**config.mk**
```make
export PLATFORM = sky130hd
export DESIGN_NAME = multi_channel_timeout_bank
export DESIGN_NICKNAME = d
export VERILOG_FILES = /design/src/rtl/core/mctb_pkg.sv /design/src/rtl/core/multi_channel_timeout_bank.sv /design/src/rtl/core/mctb_ctrl.sv /design/src/rtl/core/mctb_datapath.sv
export SDC_FILE = /design/constraint.sdc
export NUM_CORES = 1
export LEC_CHECK = 0
export CAP_MARGIN = 30
export CORE_UTILIZATION = 60
export DETAILED_ROUTE_END_ITERATION = 6
export DONT_BUFFER_PORTS = 1
export GPL_ROUTABILITY_DRIVEN = 1
export PLACE_DENSITY = 0.76
export SLEW_MARGIN = 20
export SYNTH_ARGS = -nofsm -noshare
export SYNTH_HDL_FRONTEND = slang
export SYNTH_SLANG_ARGS = --single-unit
```
**constraint.sdc**
```tcl
create_clock -name clk -period 10.6 [get_ports clk]
set_input_delay 1.59 -clock clk [delete_from_list [all_inputs] [get_ports clk]]
set_output_delay 1.59 -clock clk [all_outputs]
set_load 0.1 [all_outputs]
```
**src/rtl/core/mctb_pkg.sv**
```systemverilog
// Shared types and constants for the multi-channel timeout bank.
package mctb_pkg;

    // Widest bank that the channel field can address.
    localparam int MAX_CHANNELS = 8;
    localparam int CHAN_W       = 3;
    localparam int COUNT_W      = 16;
    localparam int FLAGS_W      = 8;

    localparam int CHANNELS_DEFAULT = 8;

    typedef enum logic [1:0] {
        CMD_TICK  = 2'd0,
        CMD_START = 2'd1,
        CMD_STOP  = 2'd2,
        CMD_TEST  = 2'd3
    } cmd_code_t;

    typedef struct packed {
        logic [1:0]         command;
        logic [CHAN_W-1:0]  channel;
        logic [COUNT_W-1:0] reload_period;
        logic [COUNT_W-1:0] first_delay;
    } cmd_t;

    typedef struct packed {
        logic               was_expired;
        logic [FLAGS_W-1:0] active_bits;
        logic [FLAGS_W-1:0] expired_bits;
    } rsp_t;

    // Controller to datapath.
    typedef struct packed {
        logic              load;
        logic              apply;
        logic              rd_en;
        logic [CHAN_W-1:0] rd_idx;
        logic              upd_en;
        logic [CHAN_W-1:0] upd_idx;
        logic              capture;
    } ctl_t;

    // Datapath to controller.
    typedef struct packed {
        logic is_tick;
        logic rsp_free;
    } sts_t;

endpackage

```
**src/rtl/core/multi_channel_timeout_bank.sv**
```systemverilog
// Top level of the multi-channel timeout bank.
//
//   channel | ports                  | direction | contents
//   --------+------------------------+-----------+------------------------------------
//   command | cmd_valid, cmd_stall   | in        | command, channel, period, delay
//   status  | rsp_valid, rsp_stall   | out       | was_expired, active_bits, expired_bits
//
// Start, stop and test-and-clear go through the apply and finish states to the response.
// A tick goes through the walk and finish states: one shared decrementer walks the channels
// through a one-read one-write count memory, one channel per cycle, reads overlapped.
// Reset clears all active and expired bits; counts and periods need no reset.
// A new transaction is taken while a finished response still waits, and a
// stalled response only holds the next response back.
module multi_channel_timeout_bank #(
    parameter int CHANNELS = mctb_pkg::CHANNELS_DEFAULT
) (
    input  logic            clk,
    input  logic            rst_n,
    input  logic            cmd_valid,
    output logic            cmd_stall,
    input  mctb_pkg::cmd_t  cmd,
    output logic            rsp_valid,
    input  logic            rsp_stall,
    output mctb_pkg::rsp_t  rsp
);

    mctb_pkg::ctl_t ctl;
    mctb_pkg::sts_t sts;

    mctb_ctrl #(
        .CHANNELS (CHANNELS)
    ) u_ctrl (
        .clk       (clk),
        .rst_n     (rst_n),
        .cmd_valid (cmd_valid),
        .cmd_stall (cmd_stall),
        .sts       (sts),
        .ctl       (ctl)
    );

    mctb_datapath #(
        .CHANNELS (CHANNELS)
    ) u_datapath (
        .clk       (clk),
        .rst_n     (rst_n),
        .cmd       (cmd),
        .ctl       (ctl),
        .sts       (sts),
        .rsp_valid (rsp_valid),
        .rsp_stall (rsp_stall),
        .rsp       (rsp)
    );

endmodule

```
**src/rtl/core/mctb_ctrl.sv**
```systemverilog
// Sequencer for the timeout bank: accepts transactions and walks channels on a tick.
module mctb_ctrl #(
    parameter int CHANNELS = mctb_pkg::CHANNELS_DEFAULT
) (
    input  logic             clk,
    input  logic             rst_n,
    input  logic             cmd_valid,
    output logic             cmd_stall,
    input  mctb_pkg::sts_t   sts,
    output mctb_pkg::ctl_t   ctl
);

    localparam int PTR_W = $clog2(CHANNELS + 1);

    typedef enum logic [1:0] {
        S_IDLE,
        S_APPLY,
        S_WALK,
        S_FINISH
    } state_t;

    state_t           state_reg, state_next;
    logic [PTR_W-1:0] ptr_reg, ptr_next;
    logic             stall_reg, stall_next;

    always_comb
    begin
        state_next  = state_reg;
        ptr_next    = ptr_reg;
        ctl         = '0;
        case (state_reg)
            S_IDLE:
            begin
                if (cmd_valid)
                begin
                    ctl.load   = 1'b1;
                    ptr_next   = '0;
                    state_next = sts.is_tick ? S_WALK : S_APPLY;
                end
            end
            S_APPLY:
            begin
                ctl.apply  = 1'b1;
                state_next = S_FINISH;
            end
            S_WALK:
            begin
                // Read of channel ptr overlaps the update of channel ptr-1.
                ctl.rd_en   = (ptr_reg < PTR_W'(CHANNELS));
                ctl.rd_idx  = mctb_pkg::CHAN_W'(ptr_reg);
                ctl.upd_en  = (ptr_reg != '0);
                ctl.upd_idx = mctb_pkg::CHAN_W'(ptr_reg - 1'b1);
                ptr_next    = ptr_reg + 1'b1;
                if (ptr_reg == PTR_W'(CHANNELS))
                begin
                    state_next = S_FINISH;
                end
            end
            S_FINISH:
            begin
                if (sts.rsp_free)
                begin
                    ctl.capture = 1'b1;
                    state_next  = S_IDLE;
                end
            end
            default:
            begin
                state_next = S_IDLE;
            end
        endcase
        stall_next = (state_next != S_IDLE);
    end

    always_ff @(posedge clk or negedge rst_n)
    begin
        if (!rst_n)
        begin
            state_reg <= S_IDLE;
            ptr_reg   <= '0;
            stall_reg <= 1'b0;
        end
        else
        begin
            state_reg <= state_next;
            ptr_reg   <= ptr_next;
            stall_reg <= stall_next;
        end
    end

    assign cmd_stall = stall_reg;

endmodule

```
**src/rtl/core/mctb_datapath.sv**
```systemverilog
// Count and period memories, flag registers, shared decrementer and response register.
module mctb_datapath #(
    parameter int CHANNELS = mctb_pkg::CHANNELS_DEFAULT
) (
    input  logic             clk,
    input  logic             rst_n,
    input  mctb_pkg::cmd_t   cmd,
    input  mctb_pkg::ctl_t   ctl,
    output mctb_pkg::sts_t   sts,
    output logic             rsp_valid,
    input  logic             rsp_stall,
    output mctb_pkg::rsp_t   rsp
);

    localparam int IDX_W = (CHANNELS > 1) ? $clog2(CHANNELS) : 1;

    mctb_pkg::cmd_t                 item_reg;
    logic [mctb_pkg::COUNT_W-1:0]   count_mem  [CHANNELS];
    logic [mctb_pkg::COUNT_W-1:0]   period_mem [CHANNELS];
    logic [mctb_pkg::COUNT_W-1:0]   count_rd_reg, period_rd_reg;

    logic [mctb_pkg::FLAGS_W-1:0]   active_reg, active_next;
    logic [mctb_pkg::FLAGS_W-1:0]   expired_reg, expired_next;
    logic                           was_reg, was_next;
    logic                           rsp_valid_reg, rsp_valid_next;
    mctb_pkg::rsp_t                 rsp_reg;

    logic                           item_ok;
    logic [mctb_pkg::FLAGS_W-1:0]   item_mask, upd_mask;
    logic [mctb_pkg::COUNT_W-1:0]   count_dec;
    logic                           upd_live;
    logic                           count_we, period_we;
    logic [IDX_W-1:0]               wr_idx;
    logic [mctb_pkg::COUNT_W-1:0]   count_wd;

    assign item_ok   = ({1'b0, item_reg.channel} < (mctb_pkg::CHAN_W + 1)'(CHANNELS));
    assign item_mask = mctb_pkg::FLAGS_W'(1) << item_reg.channel;
    assign upd_mask  = mctb_pkg::FLAGS_W'(1) << ctl.upd_idx;
    assign count_dec = count_rd_reg - 1'b1;
    assign upd_live  = ctl.upd_en && ((active_reg & upd_mask) != '0);

    always_comb
    begin
        active_next  = active_reg;
        expired_next = expired_reg;
        was_next     = was_reg;
        count_we     = 1'b0;
        period_we    = 1'b0;
        wr_idx       = item_reg.channel[IDX_W-1:0];
        count_wd     = item_reg.first_delay;

        if (ctl.load)
        begin
            was_next = 1'b0;
        end

        if (ctl.apply && item_ok)
        begin
            case (item_reg.command)
                mctb_pkg::CMD_START:
                begin
                    count_we     = 1'b1;
                    period_we    = 1'b1;
                    active_next  = active_reg | item_mask;
                    expired_next = expired_reg & ~item_mask;
                end
                mctb_pkg::CMD_STOP:
                begin
                    active_next = active_reg & ~item_mask;
                end
                mctb_pkg::CMD_TEST:
                begin
                    was_next     = ((expired_reg & item_mask) != '0);
                    expired_next = expired_reg & ~item_mask;
                end
                default:
                begin
                    was_next = 1'b0;
                end
            endcase
        end

        if (upd_live)
        begin
            count_we = 1'b1;
            wr_idx   = ctl.upd_idx[IDX_W-1:0];
            if (count_dec == '0)
            begin
                expired_next = expired_reg | upd_mask;
                count_wd     = period_rd_reg;
                // A zero period makes the timeout single shot.
                if (period_rd_reg == '0)
                begin
                    active_next = active_reg & ~upd_mask;
                end
            end
            else
            begin
                count_wd = count_dec;
            end
        end

        if (ctl.capture)
        begin
            rsp_valid_next = 1'b1;
        end
        else if (rsp_valid_reg && !rsp_stall)
        begin
            rsp_valid_next = 1'b0;
        end
        else
        begin
            rsp_valid_next = rsp_valid_reg;
        end
    end

    always_ff @(posedge clk)
    begin
        if (ctl.load)
        begin
            item_reg <= cmd;
        end
        if (count_we)
        begin
            count_mem[wr_idx] <= count_wd;
        end
        if (period_we)
        begin
            period_mem[wr_idx] <= item_reg.reload_period;
        end
        if (ctl.rd_en)
        begin
            count_rd_reg  <= count_mem[ctl.rd_idx[IDX_W-1:0]];
            period_rd_reg <= period_mem[ctl.rd_idx[IDX_W-1:0]];
        end
        if (ctl.capture)
        begin
            rsp_reg.was_expired  <= was_reg;
            rsp_reg.active_bits  <= active_reg;
            rsp_reg.expired_bits <= expired_reg;
        end
    end

    always_ff @(posedge clk or negedge rst_n)
    begin
        if (!rst_n)
        begin
            active_reg    <= '0;
            expired_reg   <= '0;
            was_reg       <= 1'b0;
            rsp_valid_reg <= 1'b0;
        end
        else
        begin
            active_reg    <= active_next;
            expired_reg   <= expired_next;
            was_reg       <= was_next;
            rsp_valid_reg <= rsp_valid_next;
        end
    end

    assign sts.is_tick  = (cmd.command == mctb_pkg::CMD_TICK);
    assign sts.rsp_free = !rsp_valid_reg || !rsp_stall;
    assign rsp_valid    = rsp_valid_reg;
    assign rsp          = rsp_reg;

endmodule

```
# Word-level counts from Yosys, hierarchy flattened
# Memories as Yosys holds them, arrays and structs flattened. A register that Yosys moved wholly into a read port is not among the register bits.
# Index checks and enable logic that the tools add are counted.
# totals
reg_bits,79
ramBits,256
inputBits,41
word_cells,94
memories,2
# memory_table
name,words,width,rd,rd_ports_with_merged_regs,write_ports,line,text
u_datapath.count_mem,8,16,1,1,1,mctb_datapath.sv:18,logic [mctb_pkg::COUNT_W-1:0] count_mem [CHANNELS];
u_datapath.period_mem,8,16,1,1,1,mctb_datapath.sv:19,logic [mctb_pkg::COUNT_W-1:0] period_mem [CHANNELS];
# classes
addsub,3
n_lt_le_gt_ge,1
eq_ne,8
shift,2
muxes,37
bitwise_logic,9
reduce_logical,18
# ops
op,count
8-bit 2-to-1 mux,9
8-bit bitwise AND,5
16-bit zero test,2
16-bit 2-to-1 mux,2
1-bit 2-to-1 mux,16
8-bit NOT,2
8-bit OR,2
8-bit case mux with 2 select lines,1
8-bit nonzero test,2
"1-bit by 3-bit << shifter with 8-bit output, first input constant",2
"16-bit by 1-bit subtractor with 16-bit output, second input constant",1
"2-bit == test, second input constant",4
2-bit 2-to-1 mux,4
2-bit case mux with 4 select lines,1
4-bit case mux with 2 select lines,1
2-bit nonzero test,3
"4-bit by 1-bit adder with 4-bit output, second input constant",1
"2-bit by 1-bit == test with 1-bit output, second input constant",2
"4-bit == test, second input constant",1
2-bit zero test,2
"4-bit less-than comparator, second input constant",1
4-bit 2-to-1 mux,1
4-bit nonzero test,1
2-bit OR reduction,2
other kinds (8),10

# Longest topological paths before layout
# Gate-level depths: netlist (run 1).
# depth
word_depth,9
mapped_depth,11
ltp_nobuf,7

# Cells and area by module
# Synthesis (run 1) repeated with hierarchy kept, for this count alone.
# hier_totals
hier_cells,840
area_unflattened_um2,14898.0
# by_module_without_submodules
mod,n_inst,cells_per_inst,area_per_inst_um2,seq_area_each_um2
mctb_datapath,1,792,14458.9,10720.3
mctb_ctrl,1,48,439.2,175.2

# Worst setup path after synthesis (run 1)
# No wires, ideal clock.
# synth_timing
path_kind,register to register
start,register u_ctrl.ptr_reg[0]
end,memory u_datapath.count_mem[4][0] (netlist bit) (enable)
setup_time_ps,416
arrival_time_ps,3622
t_required_ps,10184
setup_slack_ps,6563
path_stages_with_launch,11
path_buffers,3
path_cell_list,dfrtp_1 clkbuf_1 inv_1 ha_1 clkbuf_1 or3b_2 mux2i_1 or4_4 buf_6 nand2_1 o32ai_1
# synth_between
elab_chain_len,9
word_cells_on_any_way,11
# synth_rtl
element,line,text
start: declaration,mctb_ctrl.sv:23,"logic [PTR_W-1:0] ptr_reg, ptr_next;"
start signal: assignment,mctb_ctrl.sv:86,ptr_reg <= ptr_next;
3-bit by 1-bit subtractor with 3-bit output,mctb_ctrl.sv:52,ctl.upd_idx = mctb_pkg::CHAN_W'(ptr_reg - 1'b1);
8-bit 2-to-1 mux *,mctb_ctrl.sv:31,case (state_reg)
1-bit by 3-bit << shifter with 8-bit output,mctb_datapath.sv:38,assign upd_mask = mctb_pkg::FLAGS_W'(1) << ctl.upd_idx;
8-bit bitwise AND,mctb_datapath.sv:40,assign upd_live = ctl.upd_en && ((active_reg & upd_mask) != '0);
8-bit nonzero test,mctb_datapath.sv:40,
1-bit logical AND,mctb_datapath.sv:40,
1-bit 2-to-1 mux,mctb_datapath.sv:83,if (upd_live)
1-bit 2-to-1 mux,mctb_datapath.sv:123,if (count_we)
1-bit 2-to-1 mux (not written as such),mctb_datapath.sv:125,count_mem[wr_idx] <= count_wd;
end: declaration,mctb_datapath.sv:18,
# Every way passes the cells marked *; elsewhere a longest branch is shown, timed or not.

# Final worst setup path (run 1)
# layout_timing
start,register u_ctrl.ptr_reg[0]
end,memory u_datapath.count_mem[1][12] (netlist bit) (enable)
# Same word-level chain as after synthesis.

==> reports/results.ini, run 1 <==
[floorplan]
die_w_um=159
fp.coreArea_um2=23800
dieArea_um2=25200
num_io_pins=60
initial_core_util=0.620
num_rows=56
die_h_um=159

[placement]
place.gp.congestion=0.925
dp_hpwl_um=19100
portBuffers=0

[synth]
synth_area_per_cell_um2=17.2
synthArstFlopShare=0.0681
netlist_instances=858
ys_types=56
synth_area_leaders=edfxtp_1, mux4_2, dfrtp_1
yosys.area.top_type=edfxtp_1
synth_area_um2=14700
yosysTopAreaCellShare=0.698
seq_area_frac_synth=0.740
synth_edf_count=342
ys_seq_elements=367
synth_nets=907
yosys_warnings=0
synth_flop_cell=edfxtp_1

[cts]
clockBufferDepth=3
root_buffer=clkbuf_16
cts_resized=0
cts_max_level=2
tritoncts=built
cts_setup_buffers=0
cts_hold_buf=0
clk_latency_ns=0.52
clock_sinks=367
path_clk_slew_ns=0.07
cts_buffers=37

[detailed_routing]
drt_iter0_drc=632
route.detailed.drc=0
wl_um=31100
routedWlPerCell_um=25.6
vias_per_cell=6.52
drtAntennaViolNets=0
firstDrtPassIters=5
num_vias=7920

[timing]
hold_violations=0
worst_hold_slack_ns=0.467
drv_slew=0
slew_headroom=0.373
max_freq_mhz=264
fin_tns_setup_ns=0
setup_viol=0
final.setup_skew_ns=0.0213
rsz0062_at_grt=false
period_minus_slack_ns=3.79
worstMarginPinSlew_ns=0.940
fin_crit_sh=0.357

[final_layout]
syn2layout_area_growth_pct=10.2
finalNetCount=920
antennaDiodeCount=0
layout_commonest_cell=edfxtp_1
drive_gt1_frac=0.166
final_cell_mix=edfxtp_1, nand2_1, o21ai_0

[pwr]
vdd_drop_max_uv=153
leakage_uw=0.00526
p_total_uw=4490
p_per_area_nw_per_um2=277

[critical_path]
worst_path_largest_cell_delay_ns=0.88
critPathLaunchType=flop
cp_slowest_cell=a41o_1
end_kind=flop
critPathKind=flop to flop
cp.required_ns=10.73
crit_chain=inv_1 -> ha_1 -> or3b_2 -> mux2i_1 -> nor4_2 -> buf_4 -> nor2_1 -> a41o_1
worstPathArrival_ns=3.92
path_max_fanout=18

[global_route]
grt_overflow=0
antenna_found_initial=0
grt_pass1_wl_um=47400
grt_pass1_vias=8181
grtUsageTotal=0.260
grt_start_max_net_pins=69

[worst_hold_path]
holdCritPathClass=flop to flop

[job]
maxCapViolations=0

[status]
outcome=finished clean

[power by group]
| group | switching, µW | internal, µW |
|---|---|---|
| Sequential | 317 | 1930 |
| Clock | 512 | 649 |
| Combinational | 674 | 406 |
[routing by layer]
layer	GRT usage	share of wire	up-vias
met5	0	0	-
met4	0.0929	0.022	0
met3	0.0444	0.066	51
met2	0.434	0.51	350
met1	0.349	0.40	4036
li1	-	-	3483
[through the flow]
stage | instances | worst slack [ns] | util | instance area (µm²)
6_report | 1214 | 6.81 | 0.683 | 16200
5_1_grt | 1214 | 6.67 | 0.683 | 16200
4_1_cts | 1210 | 6.86 | 0.680 | 16200
3_5_place_dp | 1147 | 6.89 | 0.636 | 15100
3_3_place_gp | 1145 | 6.92 | 0.634 | 15100
2_1_floorplan | 858 | 6.56 | - | 14700
[worst max-delay path, delay by kind of cell, from the launching register on]
family                     cells  cell delay [ns]
buffers and inverters          2             0.37
muxes                          1             0.21
adders and majority gates      1             0.45
and+or+nand+nor                3             1.09
DFF                            1             0.40
AOI/OAI and AO/OA              1             0.88
[kinds of logic (layout without fill, tap and decap cells)]
group / Yosys count / after routing / share of synthesized area
AOI/OAI and AO/OA: 187 / 187 / 0.0853
xor gates and xnor gates: 15 / 15 / 0.0107
adders and majority gates: 8 / 8 / 0.00680
buffers and inverters: 58 / 95 / 0.0171
DFF: 367 / 367 / 0.740
muxes: 72 / 72 / 0.0883
and+or+nand+nor: 151 / 151 / 0.0514
[Yosys cell counts, types with 2 or more instances]
master / instances
edfxtp_1: 342
nand2_1: 64
o21ai_0: 62
mux4_2: 45
clkbuf_1: 29
dfrtp_1: 25
a21oi_1: 23
nor2_1: 20
a211o_1: 19
o221ai_1: 19
o22a_1: 19
mux2i_1: 14
mux2_2: 13
inv_1: 11
a21o_1: 10
nand3_1: 10
nor3_1: 10
nor4_1: 10
xnor2_1: 10
buf_2: 9
ha_1: 8
nor2b_1: 7
a31oi_1: 6
buf_1: 6
o31ai_1: 6
a211oi_1: 5
nand3b_1: 4
nand4_1: 4
o21ai_1: 4
a41oi_1: 3
and4_1: 3
buf_6: 3
nand2b_1: 3
or3_1: 3
xor2_1: 3
a31o_2: 2
o21bai_1: 2
o22ai_1: 2
or2_2: 2
or4_1: 2
[layout make-up]
class                           instances  area [µm²]
Clock buffer                           46         970
Clock inverter                         17        87.6
Inverter                               11        41.3
Timing Repair Buffer                   21         199
Tap cell                              319         399
Sequential cell                       367       10900
Multi-Input combinational cell        433        3620
Fill cell                            1474        7540
[worst paths after layout]
check | startpoint | to | slack, ns | cells after the start
setup / recovery | u_ctrl.ptr_reg[0] | u_datapath.count_mem[1][12] | 6.81 | 8
hold / removal | u_datapath.was_reg | u_datapath.rsp[16] | 0.47 | 0
setup reg to reg | u_ctrl.ptr_reg[0] | u_datapath.count_mem[1][12] | 6.81 | 8
hold reg to reg | u_datapath.was_reg | u_datapath.rsp[16] | 0.47 | 0
max in group asynchronous | rst_n | u_datapath.active_reg[4] | 9.75 | 0
min in group asynchronous | rst_n | u_datapath.active_reg[5] | 0.77 | 0
Note: power is estimated with default switching activity, not from simulation.
==> inputs of run 2 (changes only) <==
- clock period: 10.6 -> 3.8 ns (I/O delays scaled with it)
==> reports/results.ini, run 2 (synthesis results as in run 1) <==
[detailed_routing]
route.detailed.drc=0
num_vias=8039
drt_iter0_drc=797
vias_per_cell=6.57
routedWlPerCell_um=25.4
drtAntennaViolNets=0
wl_um=31000
firstDrtPassIters=5

[global_route]
grt_overflow=0
grt_pass1_vias=8245
grtUsageTotal=0.261
grt_pass1_wl_um=47500
grt_start_max_net_pins=55
antenna_found_initial=0

[floorplan]
dieArea_um2=25200
fp.coreArea_um2=23800
num_rows=56
initial_core_util=0.620
die_h_um=159
num_io_pins=60
die_w_um=159

[final_layout]
final_cell_mix=edfxtp_1, nand2_1, o21ai_0
final_cell_count_no_fill=1223
antennaDiodeCount=0
layout_commonest_cell=edfxtp_1
drive_gt1_frac=0.170
syn2layout_area_growth_pct=10.9
finalNetCount=929

[timing]
fin_crit_sh=0.927
fin_tns_setup_ns=0
period_minus_slack_ns=3.52
drv_slew=0
hold_violations=0
rsz0062_at_grt=false
slew_headroom=0.338
max_freq_mhz=284
setup_viol=0
worstMarginPinSlew_ns=0.991
final.setup_skew_ns=0.0193

[placement]
place.gp.congestion=0.976
dp.cells=1155
dp_hpwl_um=18900
portBuffers=0

[critical_path]
crit_chain=inv_1 -> ha_1 -> or3b_2 -> mux2i_1 -> or4_4 -> nand2_1 -> o21ai_0
cp_slowest_cell=o21ai_0
end_kind=flop
worst_path_largest_cell_delay_ns=0.80
critPathKind=flop to flop
path_max_fanout=15
critPathLaunchType=flop
cp.required_ns=4.00
worstPathArrival_ns=3.73

[pwr]
leakage_uw=0.00532
vdd_drop_max_uv=397
p_per_area_nw_per_um2=779

[status]
outcome=finished clean

[cts]
root_buffer=clkbuf_16
clock_sinks=367
clk_latency_ns=0.53
path_clk_slew_ns=0.06
cts_resized=0
cts_max_level=2
clockBufferDepth=3
cts_buffers=38
tritoncts=built

[job]
maxCapViolations=0

[worst_hold_path]
holdCritPathClass=input pin to flop

[run 2: cell types whose count changed in the layout (fill, tap and decap cells not counted), moves of 2 or more]
cell       before  now
buf_4          15   24
clkinv_2        7    2
clkbuf_1        8   12
buf_8           2    0
clkbuf_16      37   39
inv_6           3    1
nor3_2          0    2
nor3_4          2    0
[run 2: area by class of cell]
class,count,area (µm²)
clock inverters,11,60.1
inverters,11,41.3
multi-input cells,433,3620
flip-flops and latches,367,10900
clock buffers,53,1050
well taps,319,399
repair buffers,29,262
fillers,1500,7430
[run 2: path summary, 6_finish.rpt]
kind,depth (start not counted),from,slack (ns),to
min in group asynchronous,2,rst_n,0.48,u_ctrl.ptr_reg[3]
hold / removal,0,cmd[12],0.14,u_datapath.item_reg[12]
setup reg to reg,7,u_ctrl.ptr_reg[0],0.28,u_datapath.count_mem[0][13]
setup / recovery,7,u_ctrl.ptr_reg[0],0.28,u_datapath.count_mem[0][13]
hold reg to reg,0,u_datapath.was_reg,0.46,u_datapath.rsp[16]
max in group asynchronous,2,rst_n,3.14,u_ctrl.ptr_reg[0]
[run 2: repair_timing]
item | CTS | global route
hold endpoints to repair | 25 | 0
hold buffers | 2 | 0
buffers inserted | 0 | 0
[run 2: worst max-delay path, delay by kind of cell (launching register included)]
kind / cells / cell delay, ns
fa+ha+maj: 1 / 0.40
mux: 1 / 0.30
simple gates: 3 / 1.13
buf+inv: 1 / 0.18
flops: 1 / 0.39
compound gates: 1 / 0.80
[run 2: per-layer routing]
layer / share of wire / GRT usage / vias up
met1: 0.39 / 0.353 / 4093
met4: 0.030 / 0.0925 / 0
met5: 0 / 0 / -
met3: 0.081 / 0.0438 / 75
met2: 0.50 / 0.431 / 389
li1: - / - / 3482
[run 2: per-stage QoR]
| stage | setup WS, ns | util | hold slack (ns) | power, µW | instance area (µm²) |
|---|---|---|---|---|---|
| 6_report | 0.276 | 0.687 | 0.142 | 12700 | 16300 |
| 5_1_grt | 0.0567 | 0.687 | 0.135 | 13200 | 16300 |
| 4_1_cts | 0.344 | 0.686 | 0.129 | 12700 | 16300 |
| 3_5_place_dp | 0.393 | 0.638 | 0.275 | 9340 | 15200 |
| 3_3_place_gp | 0.304 | 0.638 | 0.275 | 9160 | 15100 |
| 2_1_floorplan | 0.140 | - | 0.274 | 8330 | 14700 |
[run 2: power breakdown]
part	internal [µW]	switching [µW]	total, µW
Clock	1920	1430	3350
Sequential	5390	861	6250
Combinational	1170	1940	3110
